--- config.mk ---
export PLATFORM = sky130hd
export DESIGN_NAME = gpc_sqrt
export DESIGN_NICKNAME = d
export VERILOG_FILES = /design/src/gpc_sqrt.sv
export SDC_FILE = /design/constraint.sdc
export NUM_CORES = 2
export LEC_CHECK = 0
export ABC_AREA = 1
export BUFFER_PORTS_ARGS = -buffer_cell sky130_fd_sc_hd__buf_2
export CAP_MARGIN = 40
export CORE_AREA = 4 4 318 445
export CTS_BUF_LIST = sky130_fd_sc_hd__clkbuf_4 sky130_fd_sc_hd__clkbuf_8 sky130_fd_sc_hd__clkbuf_16
export CTS_CLUSTER_SIZE = 10
export DETAILED_ROUTE_END_ITERATION = 10
export DIE_AREA = 0 0 322 449
export HOLD_SLACK_MARGIN = 0.02
export PLACE_DENSITY = 0.77
export SLEW_MARGIN = 0
export SYNTH_ARGS = -nofsm -noshare
export SYNTH_HDL_FRONTEND = slang
export SYNTH_SLANG_ARGS = --single-unit
export TNS_END_PERCENT = 20
--- constraint.sdc ---
create_clock -name i_clk -period 2 [get_ports i_clk]
set_input_delay 0.6 -clock i_clk [delete_from_list [all_inputs] [get_ports i_clk]]
set_output_delay 0.6 -clock i_clk [all_outputs]
set_load 0.02 [all_outputs]
--- src/gpc_sqrt.sv ---
// Pipelined integer square root, one root bit per stage.
module gpc_sqrt #(
    parameter int R_W = 26
) (
    input  logic             i_clk,
    input  logic [2*R_W-1:0] i_val,
    output logic [R_W-1:0]   o_root
);

    localparam int V_W = 2 * R_W;
    localparam int W = V_W + 2;

    logic [V_W-1:0] rem_in  [R_W];
    logic [R_W-1:0] root_in [R_W];
    logic [V_W-1:0] r_rem   [R_W];
    logic [R_W-1:0] r_root  [R_W];

    for (genvar g = 0; g < R_W; g++) begin : g_stage
        localparam int B = R_W - 1 - g;
        logic [W-1:0] inc;
        logic         ge;

        if (g == 0) begin : g_first
            assign rem_in[g]  = i_val;
            assign root_in[g] = '0;
        end else begin : g_next
            assign rem_in[g]  = r_rem[g-1];
            assign root_in[g] = r_root[g-1];
        end

        // (r + 2^b)^2 - r^2
        assign inc = (W'(root_in[g]) << (B + 1)) + (W'(1) << (2 * B));
        assign ge  = W'(rem_in[g]) >= inc;

        always_ff @(posedge i_clk) begin
            r_rem[g]  <= ge ? V_W'(W'(rem_in[g]) - inc) : rem_in[g];
            r_root[g] <= root_in[g] | (R_W'(ge) << B);
        end
    end

    assign o_root = r_root[R_W-1];

endmodule

==> out/results.ini, run 1 <==
[placed_design]
port_buffers = 78
post_dp_cell_area_mm2 = 0.0947
place.gp.congestion = 1.15
dp_hpwl_mm = 253

[run_status]
status = did not finish
failed_stage = 5_1_grt
tool.error = [ERROR GRT-0232] Routing congestion too high. Check the congestion heatmap in the GUI.

[clock_network]
cts_sinks = 1651
cts_buffers = 187
cts.path.max_buffers = 3
htree_levels = 4
cts_root_buf = clkbuf_16

[global_routing]
track_usage_pct = 56.5
grt_overflow = 12
grt_start_max_net_pins = 36

[floorplanning]
die_w_um = 322
rows = 161
initial_core_util_pct = 56.7
die_height_um = 449
boundaryPins = 79

[synth]
ys.flop_type = dfxtp_1
yosysTopAreaCell = dfxtp_1
synth-seq-cells = 1651
syn_area_mm2 = 0.0779
synth_compound_area_share_pct = 5.90
synth_cell_types = 56
synth-seq-area-share_pct = 42.4
synth-async-reset-ratio_pct = 0
synth.area.mux_share_pct = 0
synth_xor_xnor_area_share_pct = 3.61
synthSimpleGateAreaFrac_pct = 32.3
syn_inst = 11095
synthesis.nets = 11521
synthAdderAreaFrac_pct = 5.99
synth_top_area_share_pct = 42.4
avgSynthCellArea_um2 = 7.02
yosysWarnings = 0
synth_edf_count = 0
synth_top_family_by_area = simple AND/OR/NAND/NOR gates
synth_area_leaders = dfxtp_1, nand2_1, inv_1

[per-stage QoR]
step | std cells | hold WS, ns | setup TNS, ns | setup slack [ns] | utilization (%)
global placement | 14773 | 0.332 | -135.74 | -0.556 | 68.9
floorplan | 11095 | 0.322 | 0 | 0.0634 | -
CTS | 15235 | 0.273 | -23.22 | -0.136 | 78.5
detailed placement | 14774 | 0.335 | -154.82 | -0.586 | 68.9
[cells in the mapped netlist (41+ instances only)]
cell type / instances
a21oi_2: 60
o21ai_0: 165
nor2_1: 1157
dfxtp_1: 1651
nor4_1: 94
o21ai_2: 43
nand4_1: 232
nand3b_1: 54
o21ai_1: 63
ha_1: 373
nor3_1: 144
a21oi_1: 392
nand2_1: 3595
nand3_1: 616
inv_1: 1788
xnor2_1: 124
nor2_2: 41
xor2_1: 197
[layer usage]
layer  global-route usage (%)  GRT overflow
met1                     49.5             0
met2                     85.4             7
met3                     29.8             0
met4                     65.9             5
met5                     4.75             0
[cell families after synthesis]
kind of cell | after synthesis
buf+inv | 1918
simple gates | 6037
xor+xnor | 321
flops | 1651
fa+ha+maj | 373
compound gates | 795
[what timing repair did]
item                                    in CTS
setup buffers                              157
endpoints found under the setup margin     669
hold buffers                                53
hold endpoints to repair                    53
pin swaps                                  250
resized for setup                         1291
gates cloned                                28
==> run 2: changes to the inputs <==
CORE_AREA = 4 4 447 449   (was 4 4 318 445)
CTS_BUF_LIST = not set   (was sky130_fd_sc_hd__clkbuf_4 sky130_fd_sc_hd__clkbuf_8 sky130_fd_sc_hd__clkbuf_16)
CTS_CLUSTER_SIZE = not set   (was 10)
DIE_AREA = 0 0 451 453   (was 0 0 322 449)
HOLD_SLACK_MARGIN = not set   (was 0.02)
PLACE_DENSITY = not set   (was 0.77)
PLACE_DENSITY_LB_ADDON = 0.15   (was not set)
clock period = 2.6 ns   (was 2 ns; I/O delays follow)
==> run 2 against run 1 <==
Against the previous run:
- synthesized cell count stayed put
- the flow now finishes without violations
- area after synthesis unchanged
==> out/results.ini, run 2 <==
[run_status]
status = completed

[worst_setup_path]
arrival_ns = 3.21
path_common_cell = a21oi_1
critPathMaxFanout = 12
crit-reg2reg-launch = r_root[0][328]
crit_chain = inv_1 > ha_1 > a21oi_1 > o21ai_1 > a21oi_2 > inv_2 > nand2_1 > nand3_1 > nor2_4 > a21oi_1
cp-start-kind = register
setup.worst_path.end_class = register
crit_slowest_cell = dfxtp_1
reg2reg_depth = 10
path_buf_inv = 2
rr_endpoint = r_rem[0][721]
critPathKind = register to register
rrSetupSlack_ns = 0.06
crit_required_ns = 3.27
max_stage_delay_ns = 0.47
path_delay_family = compound AO/OA/AOI/OAI gates

[clock_network]
cts_root_buf = clkbuf_16
htree_levels = 4  ; unchanged
cts_tree = yes
path_clk_slew_ns = 0.06
cts.path.max_buffers = 3  ; unchanged
worstSkewPairLatency_ns = 0.87
cts_sinks = 1651  ; unchanged
cts_buffers = 178  ; -4.8%

[floorplanning]
die_w_um = 451  ; +40%
initial_core_util_pct = 39.7  ; -17 points
boundaryPins = 79  ; unchanged
core_area_mm2 = 0.196
rows = 163  ; +1.2%
die_area_mm2 = 0.204
die_height_um = 453  ; +0.89%

[placed_design]
port_buffers = 78  ; unchanged
place_ws_ns = -0.192  ; +0.394 ns
dp_hpwl_mm = 235  ; -6.9%
dp.cells = 14021  ; -5.1%
place.gp.congestion = 0.990  ; -14%

[power_and_ir_drop]
ir_drop_uv = 844
p_switching_mw = 41.7
sw_frac_of_total_pct = 41.6
power_density_mw_per_mm2 = 1110
power_frac_clock_pct = 26.3
leakage_nw = 46.5
power_frac_comb_pct = 34.9
p_seq_share_pct = 38.7
cellInternalPower_mw = 58.6

[layout]
final_cell_mix = nand2_1, inv_1, dfxtp_1
synthToLayoutAreaGrowth_pct = 16.1
multi_input_area_mm2 = 0.0374
nets = 12040
largestRegisters = r_rem: 1300 flops, r_root: 351 flops
final.fill_count = 20219
layout_commonest_cell = nand2_1
largest_register = r_rem
largest_register_ffs = 1300
area.sequential_mm2 = 0.0331
drive_above_1_share_pct = 8.40
finalNonFillerCells = 14411

[timing]
fin_crit_ns = 2.54
layout_setup_ws_ns = 0.0612
tightestPinTransition_ns = 0.624
setup_viol = 0
hold_violations = 0
rsz0062_at_grt = yes
tns_ns = 0
fmax_mhz = 394
relSlewSlack_pct = 58.1
drv_slew = 0
timing.final.crit_share_pct = 97.6
skew_ns = 0.113

[route]
viasPerCell = 4.88
dr.pass1.iters = 8
routedLengthMet1_mm = 129
routed_wl_mm = 280
wl_met3_mm = 15.3
vias = 70344
drt_drc_violations_left = 0
wl_met2_mm = 123
ant_nets = 0
maxUsedRoutingLayer = met5
drt-wirelength-per-cell_um = 19.4
drt_iter0_drc = 6162

[global_routing]
grt_pass1_wl_mm = 415
grt_pass1_vias = 67158
grt_start_max_net_pins = 38
grt_overflow = 0
track_usage_pct = 26.7
antenna_found_initial = 9

[synth]
synth_compound_area_share_pct = 5.90  ; unchanged
yosysTopAreaCell = dfxtp_1
synth_xor_xnor_area_share_pct = 3.61  ; unchanged
synthAdderAreaFrac_pct = 5.99  ; unchanged
synth_top_area_share_pct = 42.4  ; unchanged
synth_edf_count = 0  ; unchanged
yosysWarnings = 0  ; unchanged
synth_common_cells = nand2_1, inv_1, dfxtp_1
syn_area_mm2 = 0.0779  ; unchanged
synthSimpleGateAreaFrac_pct = 32.3  ; unchanged
synthesis.nets = 11521  ; unchanged
ys.flop_type = dfxtp_1
synth.area.mux_share_pct = 0  ; unchanged
synth_top_family_by_area = simple AND/OR/NAND/NOR gates
synth.most_common_cell = nand2_1
synth-seq-cells = 1651  ; unchanged
synth_area_leaders = dfxtp_1, nand2_1, inv_1
synth_cell_types = 56  ; unchanged
syn_inst = 11095  ; unchanged
synth-seq-area-share_pct = 42.4  ; unchanged
synth-async-reset-ratio_pct = 0  ; unchanged
avgSynthCellArea_um2 = 7.02  ; unchanged

[worst_hold_path]
whs_endpoint = r_rem[0][50]
hp-class = input port to register
worstHoldStart = i_val[50]
hold_path_depth = 2

[run]
maxCapViolCount = 0

run 2: cell counts after synthesis:
Identical to the previous run, type by type.
run 2: worst max-delay path by stage:
stage / from / to / slack, ns / cells after the start
final: r_root[0][328] / r_rem[0][721] / 0.06 / 10
after detailed placement: r_root[0][407] / r_rem[1][29] / -0.19 / 11
after global routing: r_root[0][351] / r_rem[0][761] / -0.12 / 14
after floorplan: r_root[0][178] / r_rem[0][405] / 0.66 / 11
after CTS: r_root[0][328] / r_rem[0][721] / -0.0008 / 10
after global placement: r_root[0][406] / r_rem[1][24] / -0.18 / 11
run 2: what timing repair did:
action / CTS / global route
hold endpoints to repair: 50 / 0
pin swaps: 1 / 2
hold buffers: 50 / 0
buffers inserted: 0 / 2
resized for setup: 8 / 50
setup endpoints to repair: 27 / 147
cloned: 0 / 1
run 2: logic make-up after synthesis:
logic type / count (synthesis)
and+or+nand+nor: 6037
buffers and inverters: 1918
DFF: 1651
AOI/OAI and AO/OA: 795
adders and majority gates: 373
xor gates and xnor gates: 321
run 2: layout make-up:
cell class                      instances  area share, %
Multi-Input combinational cell       7527           41.4
Sequential cell                      1651           36.6
Inverter                             1831           7.61
Clock buffer                          243           5.59
Timing Repair Buffer                  425           3.80
Tap cell                             2640           3.65
Clock inverter                         88           1.39
Antenna cell                            6         0.0166
run 2: power by group through the flow:
| stage | clock network (mW) | logic (mW) | registers, mW |
|---|---|---|---|
| floorplan | 0 | 24.6 | 34.5 |
| global placement | 0 | 34.4 | 39.3 |
| detailed placement | 0 | 34.3 | 39.1 |
| CTS | 27.0 | 34.6 | 38.7 |
| global route | 28.0 | 39.5 | 39.1 |
| finish | 26.4 | 35.1 | 38.9 |
run 2: through the flow:
stage	hold WS, ns	total power [mW]	instance area [um2]	util, %
final	0.0721	100	90400	46.1
after global routing	0.0492	107	90400	46.1
after CTS	0.00713	100	90200	46.0
after detailed placement	0.336	73.4	83400	42.5
after global placement	0.334	73.7	83400	42.5
after floorplan	0.322	59.2	77900	-
run 2: metal layers:
metal	global-route usage [%]	vias up
met4	11.0	2
met2	42.8	2093
met1	36.1	32203
met5	0	-
li1	-	35560
met3	3.64	486
(Power assumes the default switching activity.)
