### src/gpc_delay.sv
// Fixed-depth register delay line for data that rides beside the arithmetic units.
module gpc_delay #(
    parameter int W = 8,
    parameter int DEPTH = 2
) (
    input  logic         i_clk,
    input  logic [W-1:0] i_d,
    output logic [W-1:0] o_q
);

    logic [W-1:0] r_pipe [DEPTH];

    always_ff @(posedge i_clk) begin
        r_pipe[0] <= i_d;
        for (int i = 1; i < DEPTH; i++) begin
            r_pipe[i] <= r_pipe[i-1];
        end
    end

    assign o_q = r_pipe[DEPTH-1];

endmodule

### config.mk
export PLATFORM = sky130hd
export DESIGN_NAME = gpc_delay
export DESIGN_NICKNAME = d
export VERILOG_FILES = /design/src/gpc_delay.sv
export SDC_FILE = /design/constraint.sdc
export NUM_CORES = 1
export LEC_CHECK = 0
export ABC_AREA = 1
export BUFFER_PORTS_ARGS = -buffer_cell sky130_fd_sc_hd__buf_2
export CORE_AREA = 5 5 42 44
export CTS_BUF_LIST = sky130_fd_sc_hd__clkbuf_8
export DETAILED_ROUTE_END_ITERATION = 10
export DIE_AREA = 0 0 47 49
export GPL_ROUTABILITY_DRIVEN = 0
export PLACE_DENSITY_LB_ADDON = 0.15
export SETUP_SLACK_MARGIN = 0.3
export SYNTH_ARGS = -nofsm -noshare
export SYNTH_HDL_FRONTEND = slang
export SYNTH_SLANG_ARGS = --single-unit
### constraint.sdc
create_clock -name i_clk -period 0.8 [get_ports i_clk]
set_clock_uncertainty 0.1 [all_clocks]
set_input_delay 0.04 -clock i_clk [delete_from_list [all_inputs] [get_ports i_clk]]
set_output_delay 0.04 -clock i_clk [all_outputs]
set_load 0.01 [all_outputs]
[After elaboration in Yosys (flattened, before gate mapping)]
Memory sizes are Yosys's and may differ from the RTL's.
Index checks and enable logic that the tools add are counted.
Storage, ports and cells
  flip-flop bits (word level): 0
  RAM bits: 16
  input bits: 9
  output and inout port bits: 8
  word-level logic and storage cells: 1
  memories: 1
Memory list
  r_pipe: words 2, bits a word 8, read ports 2, clocked after memory_dff 0, wr ports 2, line 11  | logic [W-1:0] r_pipe [DEPTH];

[Depth between registers and ports, before layout]
Gate-level depths: netlist of the first run.
  depth after elaboration: 0
  mapped depth: 1
  mapped depth without buffers: 0

[Least setup slack after synthesis of the first run]
OpenSTA, ideal clock, no wires.
  path type: flip-flop to output port
  start point: mem r_pipe[1][0] (netlist: r_pipe[0][8])
  end point: out o_q[0]
  arrival time: 0.401 ns
  data required time: 0.660 ns
  setup slack: 0.259 ns
  cell stages (with the launch flop): 2
  path buffers: 1
  cells stage by stage: dfxtp_1 -> buf_4
RTL lines
  start: declaration: line 11
  end: declaration: line 8  | output logic [W-1:0] o_q

==> results of run 1 <==
## stage by stage
step / worst slack [ns] / utilization, % / cells / hold slack (ns) / area (µm²)
after global routing: -0.0377 / 32.9 / 51 / -0.213 / 462
after detailed placement: 0.243 / 30.0 / 48 / 0.0436 / 420
after global placement: 0.258 / 30.0 / 48 / 0.0430 / 420
after floorplan: 0.267 / - / 24 / -0.0323 / 410
final: -0.00958 / 32.9 / 51 / -0.200 / 462
after CTS: -0.0252 / 32.9 / 51 / -0.210 / 462
## cells in the mapped netlist
cell type  instances  area, µm²
dfxtp_1           16        320
buf_4              8       60.1
## cells by family after synthesis
logic type,Yosys count,synth area share [%]
flops,16,84.2
buf+inv,8,15.8
## path summary, 6_finish.rpt
check                              from                     to  slack, ns  cells past startpoint
setup / recovery  r_pipe[0][12]$_DFF_P_                 o_q[4]      -0.01                      1
hold / removal                   i_d[2]   r_pipe[0][2]$_DFF_P_      -0.20                      1
setup reg to reg   r_pipe[0][7]$_DFF_P_  r_pipe[0][15]$_DFF_P_       0.31                      0
hold reg to reg    r_pipe[0][0]$_DFF_P_   r_pipe[0][8]$_DFF_P_       0.22                      0
## cells in the final DEF (no fill, tap or decap)
cell / Yosys / routed
buf_2: 0 / 16
dfxtp_1: 16 / 16
clkbuf_8: 0 / 3
## final cells by class
cell class / instances / area, µm² / area share, %
tap: 16 / 20.0 / 4.34
sequential: 16 / 320 / 69.4
timing repair buffer: 16 / 80.1 / 17.3
clock buffer: 3 / 41.3 / 8.94
## where the power goes
| part | switching (mW) | leakage, nW | total (mW) | internal [mW] |
|---|---|---|---|---|
| logic | 0.0225 | 0.0629 | 0.0497 | 0.0272 |
| clock network | 0.226 | 0.0216 | 0.558 | 0.332 |
| registers | 0.00754 | 0.135 | 0.848 | 0.840 |
| total | 0.256 | 0.220 | 1.46 | 1.20 |
## metal layers
layer | wire length, µm | vias up | global-route usage (%)
li1 | - | 86 | -
met1 | 128 | 78 | 3.13
met2 | 233 | 9 | 5.43
met3 | 72 | 0 | 3.32
met4 | 0 | 0 | 6.91
met5 | 0 | - | 0
==> summary.md, run 1 <==
| Metric | Value |
|---|---|
| Final setup fails | `2` |
| Synth Instances | `24` |
| Largest Register | `r_pipe` |
| Yosys reg bits | `16` |
| Fin nets | `between 40 and 50` |
| Critical path class | `reg2out` |
| Worst Setup Start Kind | `flop` |
| Setup Buffers After CTS | `0` |
| DRT Pass-1 Iters | `1` |
| CP max stage cell | `dfxtp_1` |
| Clock buffer depth | `2` |
| Core area | `1400 µm²` |
| Top Registers | `r_pipe (16)` |
| Post-Syn Area | `380 µm²` |
| # diodes | `0` |
| YS warnings | `0` |
| Fill count | `roughly 160` |
| Starting Density | `a little over a quarter` |
| Tot Pwr | `between 1 and 1.5 mW` |
| Overflow after GRT | `0` |
| Lkg Pwr | `0.220 nW` |
| Fin. max-slew vios | `0` |
| Min-Delay Path Class | `in2reg` |
| CP delay by family, top | `flip-flops` |
| Worst path required time | `between 0.6 and 0.7 ns` |
| Multi-input gate area | `0 µm²` |
| Worst-path maximum fanout | `1` |
| CTS sink count | `16` |
| Sequential area share after synthesis | `84.2%` |
| Worst Path Arrival | `between 0.6 and 0.7 ns` |
| Cell chain of the critical path | `buf_2` |
| Layout area overhead | `21.4%` |
| Initial antenna violation count | `0` |
| CTS tree | `done` |
| Max reg flops | `16` |
| CTS clk-pin slew, worst paths | `0.05 ns` |
| Clk root buf | `clkbuf_8` |
| Violated checks | `negative hold slack, negative setup slack` |
| Vias post-DR | `173` |
| Final Cycle Share | `101%` |
| Die Footprint | `around 2300 µm²` |
| Fin worst setup slack | `-0.00958 ns` |
| Die width | `~47 µm` |
| GRT Total Usage | `under 10%` |
| Outcome | `complete, but fails checks` |
| Via density | `~3.4` |
| RSZ-0062 raised after global routing | `true` |
| Power density over the cells | `approximately 3200 nW/µm²` |
| Post-Route Setup TNS | `-0.0186 ns` |
| Crit path buf inv count | `1` |
| Final ANT Viol Nets | `0` |
| H-Tree Depth | `1` |
| Fmax | `~1200 MHz` |
| Mapped Nets | `33` |
| Final Critical Period | `between 0.8 and 0.9 ns` |
| Syn Area/Cell | `around 16 µm²` |
| WL per Instance | `roughly 8.5 µm` |
| Vias in the first global route | `~150` |
| CP endpoint kind | `output port` |
| WHS | `-0.200 ns` |
| Resize count post-CTS | `0` |
| Multi-input comb cells | `0` |
| Routed wire length | `434 µm` |
| Rows | `14` |
| Max_cap viols | `0` |
| Port-buffer cells | `16` |
| Die height | `roughly 49 µm` |
| Num CTS Buffers | `3` |
| # DRC | `0` |
| Worst skew pair latency | `roughly 0.24 ns` |
| Worst slew margin | `between 90% and 100%` |
| Final hold vios | `8` |
| Largest net degree at the start of global routing | `9` |
| Netlist cell types | `2` |
| Detailed Route Iter0 Violations | `0` |
| Least-Margin Pin Slew | `0.0692 ns` |
| First-pass GRT wire length | `about 590 µm` |
| Proportion of layout cells with a drive suffix above 1 | `between 50 and 60%` |
| # IOs | `17` |
| Maximum vdd ir drop | `1.14 mV` |
| CP peak stage delay | `slightly above 0.3 ns` |
No activity file was read; power rests on OpenSTA's default activity.
==> inputs of run 2 (changes only) <==
--- a/config.mk
+++ b/config.mk
@@ -14,6 +14,7 @@
 export GPL_ROUTABILITY_DRIVEN = 0
 export PLACE_DENSITY_LB_ADDON = 0.15
 export SETUP_SLACK_MARGIN = 0.3
+export SKIP_LAST_GASP = 1
 export SYNTH_ARGS = -nofsm -noshare
 export SYNTH_HDL_FRONTEND = slang
 export SYNTH_SLANG_ARGS = --single-unit
==> constraint.sdc (replaced) <==
create_clock -name i_clk -period 0.9 [get_ports i_clk]
set_clock_uncertainty 0.1 [all_clocks]
set_input_delay 0.045 -clock i_clk [delete_from_list [all_inputs] [get_ports i_clk]]
set_output_delay 0.045 -clock i_clk [all_outputs]
set_load 0.01 [all_outputs]
==> run 2 against run 1 <==
  * The flow finishes with violations (negative hold slack)
  * Largest power group unchanged
  * Sequential cell count unchanged
  * Setup slack better by 0.10 ns
  * Register-to-register slack better by 0.09 ns
  * Final cell count unchanged
  * Critical path depth unchanged
  * First-iteration DRC count up 1
==> summary.md, run 2 (same netlist as run 1, synthesis figures left out) <==
| Metric | Value |
|---|---|
| Layout area overhead | `25.3%` |
| DRT Pass-1 Iters | `2` |
| Largest net degree at the start of global routing | `9` |
| Worst skew pair latency | `approximately 0.24 ns` |
| Clock buffer depth | `2` |
| Die height | `approximately 49 µm` |
| Area post-placement | `420 µm²` |
| Final cell count without fillers | `between 50 and 60` |
| Final hold vios | `8` |
| Critical path class | `reg2out` |
| Top Registers | `r_pipe (16)` |
| Final setup fails | `0` |
| Worst path required time | `0.75 ns` |
| FF-to-FF path depth | `0` |
| Clk root buf | `clkbuf_8` |
| WHS | `-0.195 ns` |
| Fin nets | `46` |
| Routed wire length | `roughly 470 µm` |
| CP endpoint kind | `output port` |
| # DRC | `0` |
| Cell area after layout | `approximately 480 µm²` |
| Fin. max-slew vios | `0` |
| Num CTS Buffers | `3` |
| GRT Total Usage | `about 5.1%` |
| Overflow after GRT | `0` |
| Lkg Pwr | `about 0.22 nW` |
| CP delay by family, top | `flip-flops` |
| CTS clk-pin slew, worst paths | `0.05 ns` |
| Proportion of layout cells with a drive suffix above 1 | `about 60%` |
| Max_cap viols | `0` |
| Largest Register | `r_pipe` |
| # IOs | `17` |
| Multi-input comb cells | `0` |
| Maximum vdd ir drop | `around 1.0 mV` |
| Fill count | `145` |
| Critical Path Stages | `1` |
| CTS sink count | `16` |
| Min-Delay Path Class | `in2reg` |
| CP peak stage delay | `roughly 0.32 ns` |
| Setup Buffers After CTS | `0` |
| Outcome | `complete, but fails checks` |
| Post-Route Setup TNS | `0 ns` |
| Worst Path Arrival | `approximately 0.66 ns` |
| RSZ-0062 raised after global routing | `true` |
| Worst-path maximum fanout | `1` |
| Fmax | `1240 MHz` |
| Violated checks | `negative hold slack` |
| Vias in the first global route | `around 170` |
| Cell chain of the critical path | `buf_6` |
| Initial antenna violation count | `0` |
| H-Tree Depth | `1` |
| Most frequent cells in the layout | `buf_2 (14), dfxtp_1 (14), clkbuf_8 (3)` |
| Multi-input gate area | `0 µm²` |
| WHS Path Cells | `1` |
| First-pass GRT wire length | `approximately 720 µm` |
| Via density | `around 3.3` |
| Final Cycle Share | `roughly 90%` |
| CTS tree | `done` |
| DP Cell Count | `48` |
| Vias post-DR | `170` |
| CP max stage cell | `dfxtp_2` |
| Worst Setup Start Kind | `flop` |
| # diodes | `0` |
| Core area | `around 1400 µm²` |
| Max reg flops | `16` |
| Final Critical Period | `roughly 0.81 ns` |
| Worst slew margin | `between 90% and 100%` |
| Die width | `approximately 47 µm` |
| Rows | `14` |
| Final ANT Viol Nets | `0` |
| Die Footprint | `2300 µm²` |
| Least-Margin Pin Slew | `about 0.066 ns` |
| Crit path buf inv count | `1` |
| WL per Instance | `9.24 µm` |
| Starting Density | `27.1%` |
| Port-buffer cells | `16` |
| Power density over the cells | `2710 nW/µm²` |
| Detailed Route Iter0 Violations | `1` |
[run 2: changes by cell type in the layout (fill, tap and decap cells not counted)]
cell,change
buf_6,+2
dfxtp_2,+2
buf_2,-2
dfxtp_1,-2
[run 2: stage by stage]
stage | setup WS, ns | hold WS [ns] | total power, mW | utilization, %
global route | 0.0582 | -0.209 | 1.36 | 34.0
finish | 0.0938 | -0.195 | 1.29 | 34.0
detailed placement | 0.327 | 0.0486 | 0.816 | 30.0
CTS | 0.0780 | -0.203 | 1.32 | 34.0
floorplan | 0.354 | -0.0273 | 0.804 | -
global placement | 0.350 | 0.0480 | 0.813 | 30.0
[run 2: final cells by class]
cell class / instances / area [µm²] / area share [%]
clock buffer: 3 / 41.3 / 8.66
sequential: 16 / 323 / 67.7
tap: 16 / 20.0 / 4.20
timing repair buffer: 16 / 92.6 / 19.4
[run 2: routing by layer]
metal	wire (µm)	part of all wire, %	vias to the layer above	GRT usage, %
li1	-	-	86	-
met1	121	26	73	3.79
met2	263	56	11	7.01
met3	86	18	0	6.64
met4	0	0	0	2.76
met5	0	0	-	0
[run 2: final timing paths]
kind                                             from               endpoint  slack, ns
worst max-delay path            r_pipe[0][14]$_DFF_P_                 o_q[6]       0.09
worst min-delay path                           i_d[5]   r_pipe[0][5]$_DFF_P_      -0.20
worst max register to register   r_pipe[0][1]$_DFF_P_   r_pipe[0][9]$_DFF_P_       0.40
worst min register to register   r_pipe[0][7]$_DFF_P_  r_pipe[0][15]$_DFF_P_       0.23
[run 2: timing repair]
| action | CTS | global route |
|---|---|---|
| endpoints found under the hold margin | 8 | 8 |
| gates resized for setup | 4 | 0 |
| setup endpoints to repair | 8 | 8 |
[run 2: power breakdown]
part           switching [mW]  leakage (nW)  internal [mW]  total (mW)
Clock                   0.192        0.0216          0.295       0.487
Sequential            0.00926         0.135          0.748       0.758
Combinational          0.0190        0.0672         0.0293      0.0483
==> inputs of run 3 (changes only) <==
--- a/config.mk
+++ b/config.mk
@@ -6,11 +6,12 @@
 export NUM_CORES = 1
 export LEC_CHECK = 0
 export ABC_AREA = 1
-export BUFFER_PORTS_ARGS = -buffer_cell sky130_fd_sc_hd__buf_2
 export CORE_AREA = 5 5 42 44
 export CTS_BUF_LIST = sky130_fd_sc_hd__clkbuf_8
+export CTS_CLUSTER_SIZE = 10
 export DETAILED_ROUTE_END_ITERATION = 10
 export DIE_AREA = 0 0 47 49
+export DONT_BUFFER_PORTS = 1
 export GPL_ROUTABILITY_DRIVEN = 0
 export PLACE_DENSITY_LB_ADDON = 0.15
 export SETUP_SLACK_MARGIN = 0.3
==> run 3 against run 2 <==
  * The flow now finishes without violations
  * Total power is 0.49% higher
  * Critical path depth fell by 1
  * Global-route usage fell by 0.86 points
  * Die area did not move
  * Critical endpoint unchanged
  * Largest cell class unchanged
==> summary.md, run 3 (same netlist as run 1, synthesis figures left out) <==
| Metric | Value |
|---|---|
| Overflow after GRT | `0` |
| Rows | `14` |
| Worst skew pair latency | `about 0.24 ns` |
| Largest Register | `r_pipe` |
| Max reg flops | `16` |
| Largest net degree at the start of global routing | `9` |
| Final Critical Period | `about 0.73 ns` |
| Reg-to-reg startpoint | `r_pipe[0][1]$_DFF_P_` |
| Worst hold endpoint | `r_pipe[0][10]$_DFF_P_` |
| Via density | `3.44` |
| Core area | `approximately 1400 µm²` |
| WHS Path Cells | `0` |
| GRT Total Usage | `under 10%` |
| Least-Margin Pin Slew | `a little over 0.07 ns` |
| Worst hold path startpoint | `r_pipe[0][2]$_DFF_P_` |
| Final setup fails | `0` |
| Port-buffer cells | `0` |
| CTS clk-pin slew, worst paths | `roughly 0.050 ns` |
| RSZ-0062 raised after global routing | `true` |
| Worst R2R End | `r_pipe[0][9]$_DFF_P_` |
| Clk root buf | `clkbuf_8` |
| Worst Path Arrival | `slightly below 0.6 ns` |
| Max_cap viols | `0` |
| Fmax | `approximately 1400 MHz` |
| H-Tree Depth | `1` |
| Worst path required time | `around 0.75 ns` |
| Detailed Route Iter0 Violations | `1` |
| Pre-CTS setup slack | `0.399 ns` |
| Fin. max-slew vios | `0` |
| Worst-path maximum fanout | `1` |
| # diodes | `0` |
| Die Footprint | `2300 µm²` |
| Setup Buffers After CTS | `0` |
| Power density over the cells | `around 2800 nW/µm²` |
| Die height | `between 40 and 50 µm` |
| # DRC | `0` |
| Top Registers | `r_pipe (16)` |
| Reg2reg setup slack | `between 0.3 and 0.4 ns` |
| Multi-input gate area | `0 µm²` |
| Fin nets | `38` |
| Outcome | `complete, no violations` |
| CTS tree | `done` |
| Most frequent cells in the layout | `dlygate4sd3_1 (8), dfxtp_1 (8), dfxtp_2 (8)` |
| Final hold vios | `0` |
| Met2 Wirelength | `around 230 µm` |
| Die width | `about 47 µm` |
| Initial antenna violation count | `0` |
| Fin worst setup slack | `0.175 ns` |
| # IOs | `17` |
| Proportion of layout cells with a drive suffix above 1 | `between 40% and 50%` |
| Vias in the first global route | `between 100 and 150` |
| Routed wire length | `approximately 430 µm` |
| Post-Route Setup TNS | `0 ns` |
| Final ANT Viol Nets | `0` |
| Fin util | `between 30% and 40%` |
| Multi-input comb cells | `0` |
| Layout area overhead | `24.0%` |
| Vias post-DR | `roughly 150` |
| Starting Density | `between 20% and 30%` |
| Top Metal Used | `met3` |
| Critical path class | `reg2out` |
| Maximum vdd ir drop | `1.29 mV` |
| Clock buffer depth | `2` |
| Min-Delay Path Class | `reg2reg` |
| FF-to-FF path depth | `0` |
| Worst Setup Start Kind | `flop` |
| Routed length on met1 | `between 100 and 150 µm` |
| Worst slew margin | `around 95%` |
| WL per Instance | `about 10 µm` |
| Lkg Pwr | `between 0.15 and 0.2 nW` |
| CP endpoint kind | `output port` |
| First-pass GRT wire length | `about 600 µm` |
| CTS sink count | `16` |
| Num CTS Buffers | `3` |
| DRT Pass-1 Iters | `2` |
| Met3 wire len | `between 70 and 80 µm` |
| Final Cycle Share | `80.6%` |
-- run 3: final cells by class --
cell class | count | area (µm²)
Fill cell | 143 | 930
Timing Repair Buffer | 8 | 80.1
Clock buffer | 3 | 41.3
Sequential cell | 16 | 330
Tap cell | 16 | 20.0
-- run 3: metrics by stage --
| step | hold slack, ns | power [mW] | instances | instance area [µm²] |
|---|---|---|---|---|
| final | 0.224 | 1.30 | 43 | 472 |
| after global routing | 0.230 | 1.36 | 43 | 472 |
| after CTS | 0.226 | 1.32 | 43 | 472 |
| after detailed placement | -0.0272 | 0.785 | 32 | 340 |
| after global placement | -0.0272 | 0.784 | 32 | 340 |
| after floorplan | -0.0273 | 0.804 | 24 | 380 |
-- run 3: power by group --
part | switching, mW | internal, mW | leakage [nW] | total [mW]
clock network | 0.206 | 0.295 | 0.0216 | 0.501
registers | 0.0201 | 0.751 | 0.135 | 0.771
logic | 0.00349 | 0.0228 | 0.0334 | 0.0263
-- run 3: worst max-delay path by stage --
stage / from / to / cells past startpoint
finish: r_pipe[0][14]$_DFF_P_ / o_q[6] / 0
floorplan: r_pipe[0][8]$_DFF_P_ / o_q[0] / 1
CTS: r_pipe[0][14]$_DFF_P_ / o_q[6] / 0
global placement: r_pipe[0][11]$_DFF_P_ / o_q[3] / 0
global route: r_pipe[0][13]$_DFF_P_ / o_q[5] / 0
detailed placement: r_pipe[0][14]$_DFF_P_ / o_q[6] / 0
-- run 3: timing repair --
action	4_1_cts	5_1_grt
endpoints found under the setup margin	8	8
resized for setup	8	0
hold endpoints to repair	8	0
gates cloned	0	0
hold buffers	8	0
-- run 3: metal layers --
layer / GRT usage, % / up-vias
li1: - / 70
met1: 3.33 / 67
met2: 6.11 / 11
met3: 5.54 / 0
met4: 1.38 / 0
met5: 0 / -
